## src/sv/range_set_filter_core_assert.svh

```systemverilog
// Assertion macros used by the range set filter core.
`ifndef RANGE_SET_FILTER_CORE_ASSERT_SVH
`define RANGE_SET_FILTER_CORE_ASSERT_SVH

// same-cycle implication, disabled while reset is asserted
`define RSF_ASSERT_IMPL(lbl, clk_s, rst_s, ante, cons) \
    lbl: assert property (@(posedge clk_s) disable iff (!rst_s) (ante) |-> (cons)) \
        else $error("range set filter check failed");

// next-cycle implication
`define RSF_ASSERT_NEXT(lbl, clk_s, rst_s, ante, cons) \
    lbl: assert property (@(posedge clk_s) disable iff (!rst_s) (ante) |=> (cons)) \
        else $error("range set filter check failed");

`endif

```

## src/sv/rsf_pkg.sv

```systemverilog
// Shared constants and types of the range set filter.
package rsf_pkg;

    localparam int MAX_RANGES = 64;
    localparam int CNTW       = $clog2(MAX_RANGES + 1);

    localparam logic [1:0] REQ_CLEAR = 2'd0;
    localparam logic [1:0] REQ_ADD   = 2'd1;
    localparam logic [1:0] REQ_QUERY = 2'd2;

    // token that walks the cell row; lo doubles as the query value
    typedef struct packed {
        logic        vld;
        logic        is_query;
        logic [31:0] lo;
        logic [31:0] hi;
        logic        ovf;
        logic        moved;
        logic        hit;
        logic        next_ok;
        logic [31:0] next;
        logic        first_ok;
        logic [31:0] first;
    } rsf_token_t;

    typedef struct packed {
        logic        hit;
        logic [31:0] next_value;
        logic        next_found;
        logic [31:0] first_value;
        logic        first_found;
        logic        added;
        logic        table_full;
    } rsf_result_t;

endpackage

```

## src/sv/rsf_cell.sv

```systemverilog
// One table entry: holds a range and updates the passing token against it.
module rsf_cell import rsf_pkg::*;
(
    input  logic        clk,
    input  logic        rst_n,
    input  rsf_token_t  tok_in,
    input  logic        ent_valid,
    input  logic        wr_en,
    input  logic [31:0] wr_start,
    input  logic [31:0] wr_end,
    output rsf_token_t  tok_out
);

    logic [31:0] start_reg;
    logic [31:0] end_reg;
    rsf_token_t  tok_reg;
    rsf_token_t  tok_next;
    logic        lo_in;
    logic        hi_in;
    logic        has_cand;
    logic [31:0] cand;

    always_comb
    begin
        tok_next = tok_in;
        lo_in    = (start_reg <= tok_in.lo) && (tok_in.lo <= end_reg);
        hi_in    = (start_reg <= tok_in.hi) && (tok_in.hi <= end_reg);
        has_cand = 1'b0;
        cand     = start_reg;
        if (tok_in.lo < start_reg)
        begin
            has_cand = 1'b1;
        end
        else if (tok_in.lo < end_reg)
        begin
            has_cand = 1'b1;
            cand     = tok_in.lo + 32'd1;
        end
        if (tok_in.vld && ent_valid)
        begin
            if (tok_in.is_query)
            begin
                if (lo_in)
                    tok_next.hit = 1'b1;
                if (has_cand && (!tok_in.next_ok || cand < tok_in.next))
                begin
                    tok_next.next    = cand;
                    tok_next.next_ok = 1'b1;
                end
                if (!tok_in.first_ok || start_reg < tok_in.first)
                begin
                    tok_next.first    = start_reg;
                    tok_next.first_ok = 1'b1;
                end
            end
            else
            begin
                // past either edge of the value space the range is empty
                if (lo_in)
                begin
                    tok_next.moved = 1'b1;
                    if (end_reg == 32'hFFFF_FFFF)
                        tok_next.ovf = 1'b1;
                    else
                        tok_next.lo = end_reg + 32'd1;
                end
                if (hi_in)
                begin
                    tok_next.moved = 1'b1;
                    if (start_reg == 32'd0)
                        tok_next.ovf = 1'b1;
                    else
                        tok_next.hi = start_reg - 32'd1;
                end
            end
        end
    end

    always_ff @(posedge clk)
    begin
        if (wr_en)
        begin
            start_reg <= wr_start;
            end_reg   <= wr_end;
        end
    end

    always_ff @(posedge clk or negedge rst_n)
    begin
        if (!rst_n)
            tok_reg <= '0;
        else
            tok_reg <= tok_next;
    end

    assign tok_out = tok_reg;

endmodule

```

## config.mk

```make
export PLATFORM = sky130hd
export DESIGN_NAME = rsf_cell
export DESIGN_NICKNAME = d
export VERILOG_FILES = /design/src/sv/range_set_filter_core_assert.svh /design/src/sv/rsf_pkg.sv /design/src/sv/rsf_cell.sv
export SDC_FILE = /design/constraint.sdc
export NUM_CORES = 1
export LEC_CHECK = 0
export ABC_AREA = 1
export BUFFER_PORTS_ARGS = -buffer_cell sky130_fd_sc_hd__buf_4
export CORE_MARGIN = 3
export CORE_UTILIZATION = 50
export CTS_BUF_LIST = sky130_fd_sc_hd__clkbuf_16
export CTS_CLUSTER_DIAMETER = 120
export DETAILED_ROUTE_END_ITERATION = 10
export GPL_ROUTABILITY_DRIVEN = 0
export MAX_ROUTING_LAYER = met4
export PLACE_DENSITY_LB_ADDON = 0.05
export SETUP_SLACK_MARGIN = 0.05
export SKIP_CTS_REPAIR_TIMING = 1
export SYNTH_ARGS = -nofsm -noshare
export SYNTH_HDL_FRONTEND = slang
export SYNTH_SLANG_ARGS = --single-unit
```

## constraint.sdc

```tcl
create_clock -name clk -period 10.28 [get_ports clk]
set_input_delay 1.542 -clock clk [delete_from_list [all_inputs] [get_ports clk]]
set_output_delay 1.542 -clock clk [all_outputs]
set_load 0.02 [all_outputs]
```

==> results.md <==
* # port buffers at 337
* Xor and xnor area share after synthesis at 3.22%
* Starting Density at 51.3%
* Root buffer cell: clkbuf_16
* CTS sink count at 199
* Hold Vio Cnt, Final at 0
* Fin nets at 2425
* Share of post-route cells with drive strength above 1 at about a fifth
* Mux cell area share after synthesis at 0%
* Number of flops mapped to enable cells by yosys at 64
* #FFs+latches synth at 199
* Area fraction in compound gates after synthesis at between 10% and 20%
* Leak at between 9 and 10 nW
* Final worst setup slack at 3.97 ns
* Min-delay worst type: reg2reg
* Critical path data arrival time at 6.64 ns
* Die area at 29800 sq um
* Worst-margin pin slew at 0.863 ns
* Post-route ant nets at 0
* Inserted Clock Buffers at 17
* Top post-synthesis cells by area: dfrtp_1, ha_1, edfxtp_1
* Setup violators final at 0
* Yosys top cell area share at 24.3%
* Mean Syn Cell Area at 8.17 sq um
* CTS max path bufs at 2
* Final std cell area, no fill at 17400 sq um
* Chip height at 173 um
* Rows at 60
* Period utilization at 61.4%
* CP Max Fanout at 33
* Maximum VDD drop at between 0.07 and 0.08 mV
* Setup crit end kind: flip-flop
* Residual DRC count at 0
* Synth async-reset ratio at 67.8%
* Outcome: complete, no violations
* Pre-CTS WS at 3.58 ns
* Power per cell area at 132 nW/um^2
* Final Core Density at 64.2%
* DP Area at 16800 sq um
* Max-slew violations at 0
* Syn Std Cell Area at 13900 sq um
* Die Width at 173 um
* Hold slack at 0.569 ns
* Drt first pass iters at 5
* Top cells by instance count after synthesis: nand2_1, inv_1, ha_1
* Total Wirelength at 45200 um
* Post-synthesis simple-gate area fraction at 22.1%
* Final setup TNS at 0 ns
* Remaining global-route overflow at 0
* Largest net degree at the start of global routing at slightly below 90
* Kind of critical path: in2reg
* Clock latency at the later pin of the worst-skew pair at 0.45 ns
* Core area at between 20000 and 30000 sq um
* Synthesized instance count at 1700
* Top-count cell post-synth: nand2_1
* CTS tree: done
* Initial antenna violation count at 0
* Area leader, netlist: dfrtp_1
* RSZ-0062 raised after global routing: no
* Post-Synth Adder-Cell Area at between 15 and 20%
* Area grow syn2layout at 25.3%
* WP data required at ~11 ns
* ANT cells at 0
* Routed wire length per instance at 18.7 um
* Register area at about 5300 sq um
* Max-cap viol count at 0
* Vias in the first global route at 12800
* Initial DRC count at 1229
* DR vias at 13100
* Main flop type after synthesis: dfrtp_1
* Boundary Pins at 338
* CP Launch Type: input port
* Tmin final at approximately 6.3 ns
* Global Route Usage Sum at 30.8%
* Fillers at 2348
* Via density at 5.42
* Largest family of logic cells by synthesized area: simple AND/OR/NAND/NOR gates
* Largest register FFs at ~140
* Area of the multi-input gates at roughly 7500 sq um
* Achievable Freq at 158 MHz
* Clock H-tree levels at 4
* First-pass GRT wire length at around 70000 um
* Yosys warning count at 0
* Worst-path clk slew at around 0.090 ns
* Clock skew at 0.0200 ns
* Max-Slew Margin vs Limit at a little over two fifths
* Synth unique cells at 56
* Post-synth net total at 2096
* Register area share after synthesis at 38.2%
* Hpwl dp at about 37000 um
-- worst max-delay path, stage by stage --
cell      delay [ns]
buf_4           0.15
ha_1            0.32
a21oi_1         0.20
o21a_1          0.14
nand2_1         0.05
nand2_1         0.05
nand2_1         0.06
a21oi_1         0.23
nand2_2         0.23
inv_1           0.38
buf_4           0.39
o21ai_0         0.15
o22ai_1         0.36
ha_1            0.33
a21oi_1         0.13
o21ai_0         0.10
nand3_1         0.09
nand2_1         0.06
nand2_1         0.06
a21oi_1         0.06
a211oi_1        0.19
nand2_1         0.11
nand2_2         0.46
nand2_2         0.52
nand2_1         0.18
nand2_1         0.07
-- through the flow --
| stage | power (mW) | cells |
|---|---|---|
| after global routing | 2.41 | 2414 |
| after floorplan | 1.30 | 1700 |
| after detailed placement | 1.59 | 2382 |
| final | 2.29 | 2414 |
| after global placement | 1.57 | 2382 |
| after CTS | 2.30 | 2414 |
-- worst paths after layout --
| path | startpoint | to | slack, ns | cells past startpoint |
|---|---|---|---|---|
| max | tok_in[122] | tok_out[50] | 3.97 | 26 |
| min | end_reg[26] | tok_out[127] | 0.57 | 3 |
| max reg2reg | start_reg[24] | tok_out[50] | 4.44 | 25 |
| min reg2reg | end_reg[26] | tok_out[127] | 0.57 | 3 |
| max in group asynchronous | rst_n | tok_out[74] | 7.97 | 2 |
| min in group asynchronous | rst_n | tok_out[29] | 1.16 | 1 |
-- cells in the final DEF (no fill, tap or decap), types with 5 or more instances in the layout --
master,synthesis,layout
nand2_1,399,399
buf_4,2,342
inv_1,243,243
ha_1,193,193
dfrtp_1,135,135
o21ai_0,114,114
nor2_1,94,94
a21oi_1,90,89
nand3_1,81,81
edfxtp_1,64,64
xor2_1,47,47
nand4_1,31,31
o21ai_1,26,26
nor3_1,20,20
clkbuf_16,0,17
nor4_1,13,13
nor3_2,10,10
inv_2,9,9
nor2_2,8,8
o211ai_1,8,8
a211oi_1,8,8
a31oi_1,7,7
nand2_2,6,6
nand3_2,6,6
clkinv_8,0,6
nor2_4,5,5
o22ai_1,5,5
or2_2,5,5
-- power by group --
part / switching, mW / internal [mW]
logic: 0.400 / 0.251
clock network: 0.377 / 0.334
registers: 0.0453 / 0.884
-- routing by layer --
| layer | GRT usage, % | part of all wire [%] | vias up |
|---|---|---|---|
| met5 | - | 0 | - |
| met4 | 7.94 | 2.2 | 0 |
| met3 | 6.26 | 9.9 | 64 |
| met2 | 46.5 | 43 | 602 |
| met1 | 42.8 | 44 | 6080 |
| li1 | - | - | 6330 |
-- kinds of logic after synthesis --
group | count (synthesis)
buffers and inverters | 287
AND/OR/NAND/NOR | 688
adder cells (fa/ha/maj) | 193
AO/OA/AOI/OAI | 282
flip-flops | 199
XOR/XNOR | 51
-- final cells by class --
class | instances | share of cell area [%]
inverters | 254 | 5.49
clock buffers | 17 | 2.44
well taps | 372 | 2.67
multi-input cells | 1214 | 43.0
repair buffers | 343 | 14.8
clock inverters | 15 | 1.09
flip-flops and latches | 199 | 30.5
No activity file was read; power rests on OpenSTA's default activity.
